===== src/design/s5udp_pkg.sv =====
// Shared types, codes and constants for the SOCKS5 UDP header parser.
`default_nettype none
package s5udp_pkg;

  // Saturation value of the datagram byte counter.
  localparam logic [8:0] COUNT_MAX = 9'd511;

  // Address type codes as they appear in the ATYP byte.
  localparam logic [7:0] ATYP_IPV4   = 8'd1;
  localparam logic [7:0] ATYP_DOMAIN = 8'd3;
  localparam logic [7:0] ATYP_IPV6   = 8'd4;

  // Fixed address lengths.
  localparam logic [7:0] IPV4_LEN = 8'd4;
  localparam logic [7:0] IPV6_LEN = 8'd16;

  // Byte classes on the result channel.
  localparam logic [1:0] KIND_HEADER  = 2'd0;
  localparam logic [1:0] KIND_ADDR    = 2'd1;
  localparam logic [1:0] KIND_PORT    = 2'd2;
  localparam logic [1:0] KIND_PAYLOAD = 2'd3;

  // Decoded address kinds.
  localparam logic [1:0] ADDR_UNKNOWN = 2'd0;
  localparam logic [1:0] ADDR_IPV4    = 2'd1;
  localparam logic [1:0] ADDR_DOMAIN  = 2'd2;
  localparam logic [1:0] ADDR_IPV6    = 2'd3;

  // Final status codes.
  localparam logic [1:0] STATUS_OK        = 2'd0;
  localparam logic [1:0] STATUS_SHORT     = 2'd1;
  localparam logic [1:0] STATUS_FRAG      = 2'd2;
  localparam logic [1:0] STATUS_BAD_ATYP  = 2'd3;

  // Parser phases, one per header field, plus the payload phase.
  typedef enum logic [2:0] {
    PH_RSV  = 3'd0,
    PH_FRAG = 3'd1,
    PH_ATYP = 3'd2,
    PH_DLEN = 3'd3,
    PH_ADDR = 3'd4,
    PH_PHI  = 3'd5,
    PH_PLO  = 3'd6,
    PH_DATA = 3'd7
  } phase_t;

  // Parser state carried from byte to byte.
  typedef struct packed {
    logic [8:0] byte_count;
    phase_t     phase;
    logic       frag_nonzero;
    logic [1:0] addr_kind;
    logic       bad_type;
    logic [7:0] field_remaining;
    logic [7:0] addr_position;
    logic [7:0] port_high;
    logic [7:0] port_low;
    logic       port_done;
  } state_t;

  // Result fields produced for one byte.
  typedef struct packed {
    logic [1:0]  byte_kind;
    logic [7:0]  byte_value;
    logic [1:0]  address_kind;
    logic [7:0]  address_index;
    logic [15:0] port_number;
    logic        port_ready;
    logic        is_last;
    logic [1:0]  status;
  } result_t;

  localparam state_t ST_RESET = '{
    byte_count:      9'd0,
    phase:           PH_RSV,
    frag_nonzero:    1'b0,
    addr_kind:       ADDR_UNKNOWN,
    bad_type:        1'b0,
    field_remaining: 8'd0,
    addr_position:   8'd0,
    port_high:       8'd0,
    port_low:        8'd0,
    port_done:       1'b0
  };

endpackage
`default_nettype wire


===== src/design/s5udp_step.sv =====
// Combinational per-byte step of the parser: next state and result for one byte.
`default_nettype none
module s5udp_step (
  input  wire s5udp_pkg::state_t  st,
  input  wire logic [7:0]         data_byte,
  input  wire logic               end_of_datagram,
  output s5udp_pkg::state_t       st_next,
  output s5udp_pkg::result_t      res
);
  import s5udp_pkg::*;

  state_t upd;

  // Next state: advance through the header fields, then clear on the last byte.
  always_comb begin
    upd = st;
    if (st.byte_count != COUNT_MAX) begin
      upd.byte_count = st.byte_count + 9'd1;
    end
    case (st.phase)
      PH_RSV: begin
        if (st.byte_count != 9'd0) begin
          upd.phase = PH_FRAG;
        end
      end
      PH_FRAG: begin
        upd.frag_nonzero = (data_byte != 8'd0);
        upd.phase        = PH_ATYP;
      end
      PH_ATYP: begin
        if (data_byte == ATYP_IPV4) begin
          upd.addr_kind       = ADDR_IPV4;
          upd.field_remaining = IPV4_LEN;
          upd.phase           = PH_ADDR;
        end else if (data_byte == ATYP_DOMAIN) begin
          upd.addr_kind = ADDR_DOMAIN;
          upd.phase     = PH_DLEN;
        end else if (data_byte == ATYP_IPV6) begin
          upd.addr_kind       = ADDR_IPV6;
          upd.field_remaining = IPV6_LEN;
          upd.phase           = PH_ADDR;
        end else begin
          upd.bad_type = 1'b1;
          upd.phase    = PH_DATA;
        end
      end
      PH_DLEN: begin
        upd.field_remaining = data_byte;
        upd.phase           = (data_byte != 8'd0) ? PH_ADDR : PH_PHI;
      end
      PH_ADDR: begin
        upd.addr_position   = st.addr_position + 8'd1;
        upd.field_remaining = st.field_remaining - 8'd1;
        if (st.field_remaining == 8'd1) begin
          upd.phase = PH_PHI;
        end
      end
      PH_PHI: begin
        upd.port_high = data_byte;
        upd.phase     = PH_PLO;
      end
      PH_PLO: begin
        upd.port_low  = data_byte;
        upd.port_done = 1'b1;
        upd.phase     = PH_DATA;
      end
      default: begin
        upd.phase = PH_DATA;
      end
    endcase
    st_next = end_of_datagram ? ST_RESET : upd;
  end

  // Result: classify the byte and report status on the last byte.
  always_comb begin
    res               = '0;
    res.byte_value    = data_byte;
    res.address_kind  = upd.addr_kind;
    res.port_ready    = upd.port_done;
    res.is_last       = end_of_datagram;
    if (upd.port_done) begin
      res.port_number = {upd.port_high, upd.port_low};
    end
    case (st.phase)
      PH_ADDR: begin
        res.byte_kind     = KIND_ADDR;
        res.address_index = st.addr_position;
      end
      PH_PHI, PH_PLO: begin
        res.byte_kind = KIND_PORT;
      end
      PH_DATA: begin
        res.byte_kind = st.bad_type ? KIND_HEADER : KIND_PAYLOAD;
      end
      default: begin
        res.byte_kind = KIND_HEADER;
      end
    endcase
    if (end_of_datagram) begin
      if (st.byte_count < 9'd3) begin
        res.status = STATUS_SHORT;
      end else if (upd.frag_nonzero) begin
        res.status = STATUS_FRAG;
      end else if (upd.bad_type) begin
        res.status = STATUS_BAD_ATYP;
      end else if (!upd.port_done) begin
        res.status = STATUS_SHORT;
      end else begin
        res.status = STATUS_OK;
      end
    end
  end

endmodule
`default_nettype wire


===== src/design/socks5_udp_header_parser_unit.sv =====
// Top level of the SOCKS5 UDP request header parser.
//
// The input channel carries one datagram byte per transaction, with
// end_of_datagram set on the final byte. The output channel carries exactly
// one result per input byte: the byte's class, the byte itself, the decoded
// address kind and index, the destination port once both port bytes are in,
// and on the final byte a status (ok, too short, fragmented, bad address type).
// A byte accepted in one cycle shows its result at the output from the next
// cycle on. Throughput is one byte per cycle while the receiver does not
// stall; the parser state is updated once per byte, and one output register
// sits between the two channels. in_ready is high whenever the output register
// is empty or is being emptied in the same cycle, so a stalled receiver holds
// the result in place and blocks new input only while it stalls. Reset clears
// the parser state and the output valid flag. After each final byte the state
// returns to its reset value, ready for the next datagram.
`default_nettype none
module socks5_udp_header_parser_unit (
  input  wire logic        clk,
  input  wire logic        rst,
  input  wire logic        in_valid,
  output logic             in_ready,
  input  wire logic [7:0]  data_byte,
  input  wire logic        end_of_datagram,
  output logic             out_valid,
  input  wire logic        out_ready,
  output logic [1:0]       byte_kind,
  output logic [7:0]       byte_value,
  output logic [1:0]       address_kind,
  output logic [7:0]       address_index,
  output logic [15:0]      port_number,
  output logic             port_ready,
  output logic             is_last,
  output logic [1:0]       status
);
  import s5udp_pkg::*;

  state_t  st;
  state_t  st_next;
  result_t res_next;
  result_t res;
  logic    in_fire;

  assign in_ready = !out_valid || out_ready;
  assign in_fire  = in_valid && in_ready;

  // Per-byte parser step.
  s5udp_step u_step (
    .st              (st),
    .data_byte       (data_byte),
    .end_of_datagram (end_of_datagram),
    .st_next         (st_next),
    .res             (res_next)
  );

  // Parser state advances on each accepted transaction.
  always_ff @(posedge clk) begin
    if (rst) begin
      st <= ST_RESET;
    end else if (in_fire) begin
      st <= st_next;
    end
  end

  // Output register and its valid flag.
  always_ff @(posedge clk) begin
    if (rst) begin
      out_valid <= 1'b0;
    end else if (in_fire) begin
      out_valid <= 1'b1;
    end else if (out_ready) begin
      out_valid <= 1'b0;
    end
  end

  always_ff @(posedge clk) begin
    if (in_fire) begin
      res <= res_next;
    end
  end

  assign byte_kind     = res.byte_kind;
  assign byte_value    = res.byte_value;
  assign address_kind  = res.address_kind;
  assign address_index = res.address_index;
  assign port_number   = res.port_number;
  assign port_ready    = res.port_ready;
  assign is_last       = res.is_last;
  assign status        = res.status;

  // A final byte always leaves the parser in its reset state.
  assert property (@(posedge clk) disable iff (rst)
    in_fire && end_of_datagram |=> st == ST_RESET)
    else $error("parser state not cleared after final byte");

  // Status is only reported on the final byte of a datagram.
  assert property (@(posedge clk) disable iff (rst)
    out_valid && !is_last |-> status == STATUS_OK)
    else $error("status reported on a non-final byte");

  // Address bytes only appear once the address kind is decoded.
  assert property (@(posedge clk) disable iff (rst)
    out_valid && byte_kind == KIND_ADDR |-> address_kind != ADDR_UNKNOWN)
    else $error("address byte with unknown address kind");

  // The port number stays zero until both port bytes are in.
  assert property (@(posedge clk) disable iff (rst)
    out_valid && !port_ready |-> port_number == 16'd0)
    else $error("port number shown before it is complete");

endmodule
`default_nettype wire


===== config.mk =====
export PLATFORM = sky130hd
export DESIGN_NAME = socks5_udp_header_parser_unit
export DESIGN_NICKNAME = d
export VERILOG_FILES = /design/src/design/s5udp_pkg.sv /design/src/design/s5udp_step.sv /design/src/design/socks5_udp_header_parser_unit.sv
export SDC_FILE = /design/constraint.sdc
export NUM_CORES = 1
export LEC_CHECK = 0
export ABC_CLOCK_PERIOD_IN_PS = 3300
export BUFFER_PORTS_ARGS = -buffer_cell sky130_fd_sc_hd__buf_2
export CORE_UTILIZATION = 30
export CTS_CLUSTER_SIZE = 12
export DETAILED_ROUTE_END_ITERATION = 6
export MAX_ROUTING_LAYER = met4
export SETUP_SLACK_MARGIN = 0.15
export SYNTH_ARGS = -nofsm -noshare
export SYNTH_HDL_FRONTEND = slang
export SYNTH_SLANG_ARGS = --single-unit

===== constraint.sdc =====
create_clock -name clk -period 3.3 [get_ports clk]
set_clock_uncertainty 0.2 [all_clocks]
set_input_delay 0.33 -clock clk [delete_from_list [all_inputs] [get_ports clk]]
set_output_delay 0.33 -clock clk [all_outputs]
set_load 0.01 [all_outputs]

==> results of run 1 <==
==> power by group <==
group	switching [mW]	leakage [nW]	internal [mW]
logic	0.114	0.945	0.0494
registers	0.0122	0.804	1.19
clock network	0.439	0.132	0.514
==> worst max-delay path: stages, from the launching register on <==
cell and delay (ps):
dfxtp_1 600, nor2b_1 440, and2_1 430, nor2_2 170
inv_1 120, a21oi_1 70, o21a_1 170
==> Yosys cell counts, types with 5 or more instances <==
| cell | n |
|---|---|
| a22oi_1 | 21 |
| nand3_1 | 17 |
| dfxtp_1 | 50 |
| inv_1 | 14 |
| a21oi_1 | 12 |
| xnor2_1 | 10 |
| buf_2 | 7 |
| and2_1 | 10 |
| nand2_1 | 36 |
| mux2i_1 | 10 |
| nor3_1 | 8 |
| ha_1 | 6 |
| clkbuf_1 | 7 |
| o21ai_0 | 10 |
| and3_1 | 5 |
| nor2_1 | 60 |
| edfxtp_1 | 40 |
| nor2b_1 | 8 |
==> area by class of cell <==
class | count | area (sq um)
timing repair buffer | 59 | 308
multi-input combinational | 285 | 1830
clock inverter | 7 | 51.3
tap | 176 | 220
sequential | 90 | 2200
fill | 1395 | 8570
clock buffer | 9 | 225
inverter | 14 | 52.6
==> worst min-delay path by stage <==
stage / cells after the start / slack, ps / to / startpoint
6_report: 1 / 70 / byte_value[1] / data_byte[1]
2_1_floorplan: 0 / 230 / byte_value[0] / data_byte[0]
3_3_place_gp: 1 / 260 / st[35] / st[35]
5_1_grt: 1 / 90 / byte_value[1] / data_byte[1]
3_5_place_dp: 1 / 290 / st[35] / st[35]
4_1_cts: 1 / 70 / byte_value[1] / data_byte[1]
==> routing by layer <==
metal | vias to the layer above | wire length (microns) | track usage | share of wire
li1 | 1587 | - | - | -
met1 | 1584 | 4580 | 0.186 | 0.46
met2 | 111 | 4720 | 0.237 | 0.47
met3 | 18 | 521 | 0.0325 | 0.052
met4 | 0 | 158 | 0.0494 | 0.016
met5 | - | 0 | - | 0
==> cells by family (layout without fill, tap and decap cells) <==
family,count (synthesis),in the layout
muxes,11,11
buffers and inverters,36,89
xor gates and xnor gates,14,14
AOI/OAI and AO/OA,80,80
DFF,90,90
adders and majority gates,6,6
and+or+nand+nor,174,174
==> flip-flops by register name, summed over array words and instances (netlist names) <==
register,cells
byte_value,8
st,49
address_index,8
is_last,1
address_kind,2
status,2
out_valid,1
byte_kind,2
port_number,16
port_ready,1
==> metrics by stage <==
step | cell area (sq um) | utilization | instances | worst slack, ps
2_1_floorplan | 4210 | - | 411 | 1100
3_3_place_gp | 4610 | 0.343 | 624 | 883
3_5_place_dp | 4610 | 0.343 | 624 | 846
4_1_cts | 4890 | 0.363 | 640 | 894
5_1_grt | 4890 | 0.363 | 640 | 686
6_report | 4890 | 0.363 | 640 | 857
==> reports/results.txt, run 1 <==
CP endpoint: status[0]
H-tree lvl count: 3
Setup bufs post-CTS: 0
Max-cap violations: 0
Leakage power: 1.88 nW
Post-Synth Adder-Cell Area: 0.0178
Min cycle time layout: 2440 ps
Largest net degree at the start of global routing: 28
EDFF count, synth: 40
Area grow syn2layout: 16.1%
Rows: 42
Setup TNS: 0 ps
Die height: 120 microns
HP Class: input port to flop
Vias in the first global route: 3163
Hold buffer count at cts: 0
CTS root buf: clkbuf_16
Fraction of the cycle the final worst path needs: 0.740
DRT antenna net count: 0
Post-synth ARST share: 0
RSZ-0062 raised after global routing: false
Initial core utilization: 0.313
Maximum vdd drop: 0.302 mV
FF-to-FF End: status[0]
Multiplexer share of the synthesized area: 0.0265
GPL Wtd Cong: 0.854
Vias per Instance: 5.16
Ports: 55
Core area: 13500 sq um
Syn_nets: 430
CP Max Fanout: 14
Final setup fails: 0
Share of cells above drive strength 1: 0.213
Yosys top cell area share: 0.285
Worst-Margin Slew: 656 ps
Worst setup path category: flop to flop
GR Overflow Total: 0
Total die area: 14500 sq um
TritonRoute pass-1 iters: 5
Total power: 2.32 mW
Worst-skew pair later-pin latency: 340 ps
CTS tree: done
ANT cells: 0
Worst Path Required: 3190 ps
Routed length per instance: 15.6 microns
Primary FF master, synth: dfxtp_1
Synth Instances: 411
Die X: 120 microns
Initial antenna violation count: 0
Worst setup SP type: flop
Fin nets: 478
Number of synthesis warnings: 0
Post-Syn Area: 4210 sq um
Sequential area share after synthesis: 0.523
Most frequent cells in the layout: nor2_1, buf_2, dfxtp_1
Seq cells post-synth: 90
CTS resizes: 0
Critical Path AT: 2340 ps
Compound-Gate Fraction of Synth Area: 0.145
Fmax: 0.409 GHz
Final hold vios: 0
R2R Path Start: st[38]
Tot GR Track Use: 0.148
Synth area leader: edfxtp_1
Largest family of logic cells by synthesized area: simple AND/OR/NAND/NOR gates
Rel. slew slack: 0.561
Worst hold slack: 74.0 ps
Num CTS Buffers: 9
Number of distinct library cells after synthesis: 67
Iteration-0 DRC Markers: 311
Outcome: finished, final reports clean
XOR/XNOR share of the synthesized area: 0.0291
Clk buf depth: 2
Simple-gate share of the synthesized area: 0.215
Slew Viols, Final: 0
WL final: 9.98 mm
Vias: 3300
DRC viols: 0
R2R setup slack: 860 ps
Commonest non-fill, non-tap cell in the layout: nor2_1
Power Density: 475 nW/um^2
CTS clk-pin slew, worst paths: 60 ps
Global-route wire length before repair: 16.3 mm
Crit path launch: st[38]
Clock Sinks: 90
Port-buffer cells: 54
Post-detail-place hpwl: 6.85 mm
Synth area leaders: edfxtp_1, dfxtp_1, nor2_1
Kind of end point of the critical path: flop
R2R cell count: 6
Post-synthesis area per instance: 10.2 sq um
Power figures use the tool's default switching activity.
==> run 2, diff against run 1 <==
--- a/config.mk
+++ b/config.mk
@@ -5,7 +5,7 @@
 export SDC_FILE = /design/constraint.sdc
 export NUM_CORES = 1
 export LEC_CHECK = 0
-export ABC_CLOCK_PERIOD_IN_PS = 3300
+export ABC_CLOCK_PERIOD_IN_PS = 2420
 export BUFFER_PORTS_ARGS = -buffer_cell sky130_fd_sc_hd__buf_2
 export CORE_UTILIZATION = 30
 export CTS_CLUSTER_SIZE = 12
==> constraint.sdc (replaced) <==
create_clock -name clk -period 2.42 [get_ports clk]
set_clock_uncertainty 0.2 [all_clocks]
set_input_delay 0.242 -clock clk [delete_from_list [all_inputs] [get_ports clk]]
set_output_delay 0.242 -clock clk [all_outputs]
set_load 0.01 [all_outputs]
==> reports/results.txt, run 2 (synthesis gave the netlist of run 1 again) <==
Leakage power: 1.95 nW (was 1.88 nW)
Hold Path Depth: 3 (was 1)
HP Class: input port to flop (unchanged)
Rel. slew slack: 0.572 (was 0.561)
Placed cells: 631 (was 624)
Die height: 120 microns (unchanged)
Initial core utilization: 0.313 (unchanged)
Register area: 2200 sq um (unchanged)
Util after Layout: 0.373 (was 0.363)
Area of the multi-input gates: 1830 sq um (about the same)
CP endpoint: st[45] (was status[0])
Maximum vdd drop: 0.452 mV (was 0.302 mV)
R2R setup slack: 290 ps (was 860 ps)
Routed length per instance: 15.3 microns (was 15.6 microns)
CTS tree: done (unchanged)
Iteration-0 DRC Markers: 174 (was 311)
Placement Cell Area: 4670 sq um (was 4610 sq um)
Fill cells: 1388 (was 1395)
Area grow syn2layout: 19.3% (was 16.1%)
CTS clk-pin slew, worst paths: 60 ps (about the same)
Clk buf depth: 2 (unchanged)
Num CTS Buffers: 9 (unchanged)
Commonest non-fill, non-tap cell in the layout: nor2_1 (unchanged)
Max-cap violations: 0 (unchanged)
Final hold vios: 0 (unchanged)
Worst setup path category: flop to flop (unchanged)
Setup TNS: 0 ps (unchanged)
ANT cells: 0 (unchanged)
Worst-skew pair later-pin latency: 350 ps (was 340 ps)
Tot GR Track Use: 0.150 (was 0.148)
Post-place setup slack: 247 ps (was 846 ps)
DRT antenna net count: 0 (unchanged)
H-tree lvl count: 3 (unchanged)
Power Density: 672 nW/um^2 (was 475 nW/um^2)
CTS root buf: clkbuf_16 (unchanged)
DRC viols: 0 (unchanged)
Worst setup SP type: flop (unchanged)
Reg with most FFs: st (unchanged)
RSZ-0062 raised after global routing: true (was false)
Outcome: finished, final reports clean (unchanged)
Core area: 13500 sq um (unchanged)
Final non-filler cell total: 649 (was 640)
Global-route wire length before repair: 16.3 mm (about the same)
R2R Path Start: st[40] (was st[38])
Slew Viols, Final: 0 (unchanged)
Total power: 3.37 mW (was 2.32 mW)
Worst Path Required: 2500 ps (was 3190 ps)
Post-detail-place hpwl: 6.85 mm (about the same)
Critical Path AT: 2210 ps (was 2340 ps)
Largest net degree at the start of global routing: 26 (was 28)
Vias per Instance: 5.06 (was 5.16)
Crit path launch: st[40] (was st[38])
Rows: 42 (unchanged)
Total die area: 14500 sq um (unchanged)
GR Overflow Total: 0 (unchanged)
R2R cell count: 9 (was 6)
Die X: 120 microns (unchanged)
Worst-Margin Slew: 640 ps (was 656 ps)
FF-to-FF End: st[45] (was status[0])
CP Max Fanout: 5 (was 14)
Max reg flops: 49 (unchanged)
Worst hold slack: 18.2 ps (was 74.0 ps)
Share of cells above drive strength 1: 0.226 (was 0.213)
Fmax: 0.469 GHz (was 0.409 GHz)
GPL Wtd Cong: 0.884 (was 0.854)
TritonRoute pass-1 iters: 5 (unchanged)
Kind of end point of the critical path: flop (unchanged)
Fraction of the cycle the final worst path needs: 0.881 (was 0.740)
Port-buffer cells: 54 (unchanged)
Vias: 3287 (was 3300)
Min cycle time layout: 2130 ps (was 2440 ps)
WL final: 9.95 mm (was 9.98 mm)
Setup ws final: 288 ps (was 857 ps)
Most frequent cells in the layout: nor2_1, buf_2, dfxtp_1 (unchanged)
Vias in the first global route: 3123 (was 3163)
Initial antenna violation count: 0 (unchanged)
Clock Sinks: 90 (unchanged)
Final setup fails: 0 (unchanged)
Ports: 55 (unchanged)
Fin nets: 488 (was 478)
Final Cell Area: 5020 sq um (was 4890 sq um)
[run 2: cell types whose count changed in the layout (fill, tap and decap cells not counted), sizes merged]
cell | previous run | this run
bufinv | 0 | 2
dlygate4sd3 | 0 | 2
buf | 59 | 67
clkinv | 3 | 1
clkinvlp | 2 | 1
[run 2: worst min path at each step]
stage | start | endpoint | slack (ps)
5_1_grt | in_valid | out_valid | 30
6_report | in_valid | out_valid | 20
2_1_floorplan | data_byte[0] | byte_value[0] | 140
3_5_place_dp | st[35] | st[35] | 270
4_1_cts | in_valid | out_valid | 10
3_3_place_gp | st[35] | st[35] | 260
[run 2: area by class of cell]
cell class                 count  area share
sequential                    90       0.439
multi-input combinational    285       0.365
timing repair buffer          69      0.0797
clock buffer                   9      0.0449
tap                          176      0.0439
clock inverter                 6      0.0177
inverter                      14      0.0105
[run 2: power breakdown]
group / switching, mW / total (mW) / internal [mW]
clock network: 0.596 / 1.50 / 0.902
logic: 0.157 / 0.234 / 0.0769
registers: 0.0165 / 1.64 / 1.62
total: 0.769 / 3.37 / 2.60
[run 2: layer usage]
layer	vias up	global-route usage	part of all wire
met5	-	-	0
li1	1595	-	-
met4	0	0.0540	0.017
met2	96	0.233	0.47
met3	12	0.0439	0.054
met1	1584	0.186	0.46
[run 2: worst max-delay path, cell delays in order (launching register included)]
cell and delay (ps):
dfxtp_1 350, ha_2 210, nand2_1 60, nor2_1 50, and3_1 180, ha_1 210, nand2b_1 130, nand4_1 180
or3_1 340, a21oi_1 140
[run 2: what timing repair did]
item,in CTS,in global routing
hold endpoints to repair,3,0
hold buffers,2,0
buffers inserted,0,1
setup endpoints to repair,0,13
resized for setup,0,2
